==> config.mk <==
export PLATFORM = sky130hd
export DESIGN_NAME = tnt_ctrl
export DESIGN_NICKNAME = d
export VERILOG_FILES = /design/src/hdl/tnt_pkg.sv /design/src/hdl/tnt_ctrl.sv
export SDC_FILE = /design/constraint.sdc
export NUM_CORES = 1
export LEC_CHECK = 0
export BUFFER_PORTS_ARGS = -buffer_cell sky130_fd_sc_hd__buf_2
export CORE_AREA = 2 2 39 41
export CTS_CLUSTER_SIZE = 16
export DETAILED_ROUTE_END_ITERATION = 10
export DIE_AREA = 0 0 41 43
export GPL_TIMING_DRIVEN = 0
export HOLD_SLACK_MARGIN = 0.02
export MAX_ROUTING_LAYER = met4
export PLACE_DENSITY_LB_ADDON = 0.08
export REMOVE_ABC_BUFFERS = 1
export SLEW_MARGIN = 20
export SYNTH_ARGS = -nofsm -noshare
export SYNTH_HDL_FRONTEND = slang
export SYNTH_SLANG_ARGS = --single-unit
==> constraint.sdc <==
create_clock -name clk -period 1.2 [get_ports clk]
set_clock_uncertainty 0.05 [all_clocks]
set_input_delay 0.12 -clock clk [delete_from_list [all_inputs] [get_ports clk]]
set_output_delay 0.12 -clock clk [all_outputs]
set_load 0.01 [all_outputs]
==> src/hdl/tnt_pkg.sv <==
`default_nettype none
package tnt_pkg;

  typedef enum logic [2:0] {
    ST_IDLE,
    ST_OCT,
    ST_ISSUE,
    ST_DRAIN,
    ST_FIN
  } state_t;

  typedef struct packed {
    logic       write;
    logic       load_query;
    logic       oct_setup;
    logic       issue;
    logic [2:0] corner;
    logic       finish;
  } cmd_t;

  typedef struct packed {
    logic last_octave;
    logic busy;
    logic out_free;
  } sts_t;

  localparam int CW = 5;
  localparam int NVW = 16;
  localparam int WW = 8;
  localparam int ACCW = 64;
  localparam logic [2:0] LAST_CORNER = 3'd7;

  function automatic logic [15:0] sine_quarter(input logic [5:0] idx);
    logic [15:0] v;
    case (idx)
      6'd0: v = 16'd0;      6'd1: v = 16'd1608;   6'd2: v = 16'd3212;
      6'd3: v = 16'd4808;   6'd4: v = 16'd6393;   6'd5: v = 16'd7962;
      6'd6: v = 16'd9512;   6'd7: v = 16'd11039;  6'd8: v = 16'd12540;
      6'd9: v = 16'd14010;  6'd10: v = 16'd15447; 6'd11: v = 16'd16846;
      6'd12: v = 16'd18205; 6'd13: v = 16'd19520; 6'd14: v = 16'd20788;
      6'd15: v = 16'd22006; 6'd16: v = 16'd23170; 6'd17: v = 16'd24279;
      6'd18: v = 16'd25330; 6'd19: v = 16'd26320; 6'd20: v = 16'd27246;
      6'd21: v = 16'd28106; 6'd22: v = 16'd28899; 6'd23: v = 16'd29622;
      6'd24: v = 16'd30274; 6'd25: v = 16'd30853; 6'd26: v = 16'd31357;
      6'd27: v = 16'd31786; 6'd28: v = 16'd32138; 6'd29: v = 16'd32413;
      6'd30: v = 16'd32610; 6'd31: v = 16'd32729; 6'd32: v = 16'd32768;
      default: v = 16'd0;
    endcase
    return v;
  endfunction

  // Ripple in Q2.15: 32768 plus or minus the quarter-wave value.
  function automatic logic [16:0] ripple(input logic [4:0] x, input logic [4:0] y,
                                         input logic [4:0] z);
    logic [6:0] p;
    logic [16:0] r;
    p = 7'(7'(x) + 7'(z) - {y, 2'b00});
    if (p <= 7'd32) begin
      r = 17'd32768 + 17'(sine_quarter(p[5:0]));
    end else if (p <= 7'd64) begin
      r = 17'd32768 + 17'(sine_quarter(6'(7'd64 - p)));
    end else if (p <= 7'd96) begin
      r = 17'd32768 - 17'(sine_quarter(6'(p - 7'd64)));
    end else begin
      r = 17'd32768 - 17'(sine_quarter(6'(8'd128 - 8'(p))));
    end
    return r;
  endfunction

endpackage
`default_nettype wire

==> src/hdl/tnt_ctrl.sv <==
`default_nettype none
module tnt_ctrl (
  input  wire logic        clk,
  input  wire logic        rst,
  input  wire logic        s_tvalid,
  input  wire logic        opcode,
  output logic             s_tready,
  output tnt_pkg::cmd_t    cmd,
  input  tnt_pkg::sts_t    sts
);

  tnt_pkg::state_t state, state_next;
  logic [2:0] corner, corner_next;

  always_ff @(posedge clk) begin
    if (rst) begin
      state <= tnt_pkg::ST_IDLE;
      corner <= '0;
    end else begin
      state <= state_next;
      corner <= corner_next;
    end
  end

  always_comb begin
    state_next = state;
    corner_next = corner;
    case (state)
      tnt_pkg::ST_IDLE: begin
        if (s_tvalid && opcode) begin
          state_next = tnt_pkg::ST_OCT;
        end
      end
      tnt_pkg::ST_OCT: begin
        state_next = tnt_pkg::ST_ISSUE;
        corner_next = '0;
      end
      tnt_pkg::ST_ISSUE: begin
        corner_next = corner + 3'd1;
        if (corner == tnt_pkg::LAST_CORNER) begin
          state_next = sts.last_octave ? tnt_pkg::ST_DRAIN : tnt_pkg::ST_OCT;
        end
      end
      tnt_pkg::ST_DRAIN: begin
        if (!sts.busy) begin
          state_next = tnt_pkg::ST_FIN;
        end
      end
      tnt_pkg::ST_FIN: begin
        if (sts.out_free) begin
          state_next = tnt_pkg::ST_IDLE;
        end
      end
      default: state_next = tnt_pkg::ST_IDLE;
    endcase
  end

  always_comb begin
    s_tready = (state == tnt_pkg::ST_IDLE);
    cmd.write = (state == tnt_pkg::ST_IDLE) && s_tvalid && !opcode;
    cmd.load_query = (state == tnt_pkg::ST_IDLE) && s_tvalid && opcode;
    cmd.oct_setup = (state == tnt_pkg::ST_OCT);
    cmd.issue = (state == tnt_pkg::ST_ISSUE);
    cmd.corner = corner;
    cmd.finish = (state == tnt_pkg::ST_FIN) && sts.out_free;
  end

  a_finish_drained: assert property (@(posedge clk) disable iff (rst)
    cmd.finish |-> !sts.busy) else $error("finish with corners in flight");
  a_idle_empty: assert property (@(posedge clk) disable iff (rst)
    s_tready |-> !sts.busy) else $error("idle with corners in flight");
  a_query_setup: assert property (@(posedge clk) disable iff (rst)
    cmd.load_query |=> state == tnt_pkg::ST_OCT) else $error("query did not start");
  a_last_drain: assert property (@(posedge clk) disable iff (rst)
    (cmd.issue && cmd.corner == tnt_pkg::LAST_CORNER && sts.last_octave)
    |=> state == tnt_pkg::ST_DRAIN) else $error("last octave did not drain");

endmodule
`default_nettype wire

==> metrics.md, run 1 <==
| Metric | Value |
|---|---|
| CP max FO | `4` |
| FF+latch count, synth | `6` |
| Die W | `41 µm` |
| Initial antenna violation count | `0` |
| Tmin final | `1.24 ns` |
| Arrival time at the worst endpoint | `1.07 ns` |
| Pre-CTS WS | `-0.196 ns` |
| Reg2reg start | `corner[0]$_SDFFE_PP0P_` |
| Placed Instances | `74` |
| Post-Syn Area | `400 µm²` |
| Worst Tran Pin Value | `0.251 ns` |
| Layout fillers | `149` |
| Skew-Pair Late Insertion Delay | `0.24 ns` |
| Worst-path cell with the longest stage delay | `dfxtp_4` |
| Vias | `434` |
| Top post-synthesis cells by area | `dfxtp_1 (30%), and4bb_2 (9.4%), a21oi_1 (8.8%)` |
| Setup TNS Final | `-0.115 ns` |
| Asr flop ratio synth | `0%` |
| Non-filler instance count after layout | `87` |
| Chip Height | `43 µm` |
| Pwr Total | `576 µW` |
| WL/cell | `11.7 µm` |
| Initial Util | `28.9%` |
| First-pass GRT wire length | `1560 µm` |
| Via/cell ratio | `4.99` |
| CP top delay family | `flip-flops` |
| Status | `finished, violations left` |
| Final wirelength | `1020 µm` |
| Worst-path clk slew | `0.05 ns` |
| CP Cell Sequence | `nor3_4 -> and3_1 -> buf_2` |
| Reg-to-Reg End | `corner[2]$_SDFFE_PP0P_` |
| Worst Hold End | `corner[1]$_SDFFE_PP0P_` |
| Most area-hungry cell type in the Yosys netlist | `dfxtp_1` |
| Peak supply drop | `0.000464 V` |
| CTS tree | `built` |
| Vias in the first global route | `373` |
| CTS Hold Bufs | `0` |
| DIE AREA | `1760 µm²` |
| Hpwl dp | `646 µm` |
| Proportion of layout cells with a drive suffix above 1 | `69.0%` |
| Buf/Inv on CP | `1` |
| CTS Root Cell | `clkbuf_4` |
| Critical path class | `reg2out` |
| Buffer depth of the longest clock path | `2` |
| Failing checks | `setup timing` |
| Hold depth | `2` |
| Syn-to-layout area delta | `67.5%` |
| First-pass iteration count of the detailed router | `2` |
| Startpoint types | `flop` |
| DRC Markers | `0` |
| Worst path depth | `3` |
| Placed cell area | `472 µm²` |
| LEAKAGE | `0.301 nW` |
| Overflow after GRT | `0` |
| Req. time, crit path | `1.03 ns` |
| Layout Nets | `82` |
| Final Instance Area | `671 µm²` |
| GRT Overall Usage | `13.9%` |
| Gpl congestion | `0.609` |
| Number of port buffers | `15` |
| Post-Syn Instances | `46` |
| Most used DFF post-synth | `dfxtp_1` |
| TritonCTS buffer count | `3` |
| H-Tree Depth | `1` |
| Post-synth EDFFs | `0` |
| Worst r2r path cells | `5` |
| Largest net degree at the start of global routing | `9` |
| Power Density | `858 nW/µm²` |
| RSZ-0062 raised after global routing | `true` |
| FF-to-FF setup slack | `-0.04 ns` |
| Met1 wire length | `468 µm` |
| Hold violation total from the final report | `0` |
| Peak Freq | `805 MHz` |
| DR top layer | `met4` |
| Max Cap Violations | `0` |
| Antenna Nets Post-Route | `0` |
| Hold Crit Class | `in2reg` |
| Hold path start | `rst` |
| Yosys top cell area share | `30.0%` |
| DR iter-0 viols | `2` |
| PnR worst setup slack | `-0.0426 ns` |
| Diode count | `0` |
| Post-Syn Area per Cell | `8.70 µm²` |
| Max_slew headroom | `83.2%` |
| Max Transition Viols Final | `0` |
| Final worst path period share | `104%` |
| Met3 wire len | `52 µm` |
| CP max stage delay | `0.36 ns` |
| CORE AREA | `1380 µm²` |
| Final Setup Violations | `4` |
| Clock sink count | `6` |
| IO Pins | `16` |
| Site Rows | `14` |
| Metal2 WL | `471 µm` |
| Post-synthesis sequential area ratio | `30.0%` |
| Yosys cell types | `22` |
| CP Capture Type | `primary output` |
| Synthesis Warnings | `0` |
[synth_stat cells (2+ instances only)]
cell type and count:
and3_1 2, dfxtp_1 6, ha_1 2, and4bb_2 3, a21oi_1 7, nand2_1 6, inv_1 2, nor2_1 4
[where the power goes]
group	leakage [nW]	internal [mW]	switching (mW)	total, mW
combinational	0.234	0.0868	0.0733	0.160
sequential	0.0525	0.206	0.0229	0.229
clock	0.0138	0.113	0.0736	0.187
[routing by layer]
metal  vias to the layer above  track usage, %
met5                         -               -
met4                         0            10.0
met3                         4            3.14
met2                        13            19.4
met1                       193            16.8
li1                        224               -
[cell families (layout without fill, tap and decap cells)]
logic type	Yosys count	after routing	synth area share (%)
DFF	6	6	30.0
and+or+nand+nor	21	21	34.4
AOI/OAI and AO/OA	12	12	21.6
adders and majority gates	2	2	6.25
buffers and inverters	5	30	7.81
[layout make-up]
| class | count | area (µm²) | share of cell area, % |
|---|---|---|---|
| flip-flops and latches | 6 | 139 | 20.7 |
| inverters | 2 | 7.51 | 1.12 |
| well taps | 16 | 20.0 | 2.99 |
| clock buffers | 3 | 22.5 | 3.36 |
| multi-input cells | 35 | 313 | 46.6 |
| repair buffers | 25 | 169 | 25.2 |
[repair_timing]
item,in CTS,in global routing
gates cloned,0,0
setup endpoints to repair,11,9
pin swaps,4,4
buffers inserted,8,2
resized for setup,19,4
[worst reg2reg max path, delay by kind of cell, from the launching register on]
family	cells	cell delay (ns)
and+or+nand+nor	1	0.22
adders and majority gates	2	0.35
DFF	1	0.35
AOI/OAI and AO/OA	2	0.16
[state kept, by name, summed over array words and instances, names as in the netlist]
register,flops
corner,3
state,3
[worst max path at each step]
| stage | from | endpoint | slack, ns |
|---|---|---|---|
| 6_report | state[2]$_SDFFE_PP0P_ | cmd[6] | -0.04 |
| 5_1_grt | state[2]$_SDFFE_PP0P_ | cmd[7] | -0.15 |
| 4_1_cts | state[2]$_SDFFE_PP0P_ | cmd[6] | -0.06 |
| 3_5_place_dp | corner[0]$_SDFFE_PP0P_ | corner[2]$_SDFFE_PP0P_ | -0.20 |
| 3_3_place_gp | corner[0]$_SDFFE_PP0P_ | corner[2]$_SDFFE_PP0P_ | -0.18 |
| 2_1_floorplan | corner[0]$_SDFFE_PP0P_ | corner[2]$_SDFFE_PP0P_ | -0.16 |
[metrics by stage]
step / hold WS (ns) / utilization (%)
after floorplan: 0.139 / -
after global placement: 0.345 / 34.1
after detailed placement: 0.346 / 34.1
after CTS: 0.0744 / 46.1
after global routing: 0.0776 / 48.5
final: 0.0833 / 48.5
[cells in the final DEF (no fill, tap or decap)]
cell,count
buf_2,14
buf_4,9
nand2_1,6
a21oi_1,6
dfxtp_4,5
nor2_1,3
and4bb_2,3
clkbuf_4,3
nor3_4,2
ha_4,2
inv_2,1
nor3b_2,1
nor2_4,1
and3_4,1
and3_1,1
a21oi_2,1
a21o_1,1
nor4b_2,1
nand2b_1,1
nor4_1,1
a21bo_2,1
o31ai_2,1
a2111oi_2,1
inv_1,1
a31oi_1,1
dfxtp_1,1
buf_6,1
buf_12,1
No activity file was read; power rests on OpenSTA's default activity.
==> run 2: changes to the inputs <==
==> constraint.sdc (replaced) <==
create_clock -name clk -period 1.1 [get_ports clk]
set_clock_uncertainty 0.05 [all_clocks]
set_input_delay 0.11 -clock clk [delete_from_list [all_inputs] [get_ports clk]]
set_output_delay 0.11 -clock clk [all_outputs]
set_load 0.01 [all_outputs]
==> run 2 against run 1 <==
Against the previous run:
- hold slack worse by 0.011 ns
- largest cell class unchanged
- worst setup slack got worse by 0.095 ns
- clock-buffer cell count unchanged
- utilization increased by 3.3 points
- the run still ends with setup timing left
==> metrics.md, run 2 (same netlist as run 1, synthesis figures left out) <==
| Metric | Value |
|---|---|
| Skew-Pair Late Insertion Delay | `0.24 ns (about the same)` |
| Hpwl dp | `646 µm (unchanged)` |
| TritonCTS buffer count | `3 (unchanged)` |
| Setup TNS Final | `-0.746 ns (was -0.115 ns)` |
| Failing checks | `setup timing (unchanged)` |
| Reg2reg start | `corner[0]$_SDFFE_PP0P_ (unchanged)` |
| PnR worst setup slack | `-0.137 ns (was -0.0426 ns)` |
| CTS Hold Bufs | `0 (unchanged)` |
| Arrival time at the worst endpoint | `1.32 ns (was 1.07 ns)` |
| Diode count | `0 (unchanged)` |
| Worst-path clk slew | `0.05 ns (about the same)` |
| Top Registers | `corner: 3 flops, state: 3 flops (unchanged)` |
| Reg-to-Reg End | `corner[2]$_SDFFE_PP0P_ (unchanged)` |
| Final worst path period share | `112%` |
| Final wirelength | `1020 µm (about the same)` |
| Worst-path cell with the longest stage delay | `dfxtp_4 (unchanged)` |
| Status | `finished, violations left (unchanged)` |
| Worst path depth | `5 (was 3)` |
| Max Cap Violations | `0 (unchanged)` |
| DRC Markers | `0 (unchanged)` |
| RSZ-0062 raised after global routing | `true (unchanged)` |
| Placed Instances | `74 (unchanged)` |
| Critical path class | `reg2reg (was reg2out)` |
| IO Pins | `16 (unchanged)` |
| Non-filler instance count after layout | `89 (was 87)` |
| Critical Path End | `corner[2]$_SDFFE_PP0P_ (was cmd[6])` |
| Power Density | `910 nW/µm² (was 858 nW/µm²)` |
| Initial antenna violation count | `0 (unchanged)` |
| Largest net degree at the start of global routing | `8 (was 9)` |
| Overflow after GRT | `0 (unchanged)` |
| Antenna Nets Post-Route | `0 (unchanged)` |
| Most frequent cells in the layout | `buf_2 (14), buf_4 (8), nand2_1 (6) (was buf_2 (14), buf_4 (9), nand2_1 (6), a21oi_1 (6), dfxtp_4 (5))` |
| DR iter-0 viols | `2 (unchanged)` |
| Max Transition Viols Final | `0 (unchanged)` |
| Final Setup Violations | `11 (was 4)` |
| Initial Util | `28.9% (unchanged)` |
| FF-to-FF setup slack | `-0.14 ns (was -0.04 ns)` |
| First-pass iteration count of the detailed router | `2 (unchanged)` |
| CORE AREA | `1380 µm² (unchanged)` |
| Req. time, crit path | `1.18 ns (was 1.03 ns)` |
| Proportion of layout cells with a drive suffix above 1 | `72.6% (was 69.0%)` |
| Syn-to-layout area delta | `78.7% (was 67.5%)` |
| CP top delay family | `flip-flops (unchanged)` |
| Gpl congestion | `0.609 (unchanged)` |
| Number of port buffers | `15 (unchanged)` |
| Startpoint types | `flop (unchanged)` |
| CTS Root Cell | `clkbuf_4 (unchanged)` |
| GRT Overall Usage | `14.5% (was 13.9%)` |
| Peak Freq | `808 MHz` |
| First-pass GRT wire length | `1610 µm (was 1560 µm)` |
| CP startpoint | `corner[0]$_SDFFE_PP0P_ (was state[2]$_SDFFE_PP0P_)` |
| Hold Crit Class | `in2reg (unchanged)` |
| Reg area | `140 µm² (was 139 µm²)` |
| Tmin final | `1.24 ns` |
| Site Rows | `14 (unchanged)` |
| Clock sink count | `6 (unchanged)` |
| WL/cell | `11.5 µm (was 11.7 µm)` |
| Vias | `437 (was 434)` |
| CP max stage delay | `0.35 ns (was 0.36 ns)` |
| Layout fillers | `142 (was 149)` |
| Area occupied by multi-input gates | `328 µm² (was 313 µm²)` |
| Peak supply drop | `0.000534 V (was 0.000464 V)` |
| Hold violation total from the final report | `0 (unchanged)` |
| CP Cell Sequence | `ha_4 -> ha_4 -> and4bb_2 -> a21oi_2 -> a21oi_1 (was nor3_4 -> and3_1 -> buf_2)` |
| Worst r2r path cells | `5 (unchanged)` |
| Max_slew headroom | `83.7% (was 83.2%)` |
| LEAKAGE | `0.318 nW (was 0.301 nW)` |
| Die W | `41 µm (unchanged)` |
| Crit path top cell by count | `ha_4` |
| Most common cell after layout, fill and taps aside | `buf_2 (unchanged)` |
| CTS tree | `built (unchanged)` |
| DIE AREA | `1760 µm² (unchanged)` |
| CP Capture Type | `flop (was primary output)` |
| Buffer depth of the longest clock path | `2 (unchanged)` |
| Via/cell ratio | `4.91 (was 4.99)` |
| Layout Nets | `84 (was 82)` |
| Buf/Inv on CP | `0 (was 1)` |
| H-Tree Depth | `1 (unchanged)` |
| Chip Height | `43 µm (unchanged)` |
| Worst Tran Pin Value | `0.244 ns (was 0.251 ns)` |
| Vias in the first global route | `377 (was 373)` |
| CP max FO | `2 (was 4)` |
## run 2: repair_timing
| item | 4_1_cts | 5_1_grt |
|---|---|---|
| pin swaps | 10 | 10 |
| resized for setup | 25 | 5 |
| setup buffers | 10 | 2 |
| setup endpoints to repair | 12 | 12 |
## run 2: per-stage QoR
step           util, %  hold WS [ns]  area [µm²]  power, mW  worst slack [ns]
4_1_cts           48.8        0.0636         676      0.645            -0.154
6_report          51.7        0.0727         716      0.651            -0.137
2_1_floorplan        -         0.129         377      0.323            -0.265
3_5_place_dp      34.1         0.336         472      0.373            -0.296
3_3_place_gp      34.1         0.335         472      0.372            -0.278
5_1_grt           51.7        0.0669         716      0.709            -0.241
## run 2: how the worst min path moves through the flow
stage                     slack (ns)  cells after the start                      to  from
after floorplan                 0.13                      1  corner[0]$_SDFFE_PP0P_   rst
after global routing            0.07                      2  corner[2]$_SDFFE_PP0P_   rst
after detailed placement        0.34                      2  corner[2]$_SDFFE_PP0P_   rst
final                           0.07                      2  corner[2]$_SDFFE_PP0P_   rst
after global placement          0.34                      2  corner[1]$_SDFFE_PP0P_   rst
after CTS                       0.06                      2   state[2]$_SDFFE_PP0P_   rst
## run 2: report_power, final
group          internal [mW]  switching (mW)  total, mW  leakage (nW)
clock                  0.123          0.0772      0.201        0.0138
combinational          0.113          0.0875      0.200         0.251
sequential             0.225          0.0254      0.250        0.0530
## run 2: area by class of cell
class                   count  area share (%)
multi-input cells          35            45.8
repair buffers             27            27.3
flip-flops and latches      6            19.6
clock buffers               3            3.15
well taps                  16            2.80
inverters                   2            1.40
## run 2: per-layer routing
layer / wire (µm) / vias to the layer above / global-route usage [%]
li1: - / 228 / -
met4: 11 / 0 / 10.0
met1: 433 / 196 / 16.5
met5: 0 / - / -
met3: 51 / 2 / 3.14
met2: 523 / 11 / 21.6
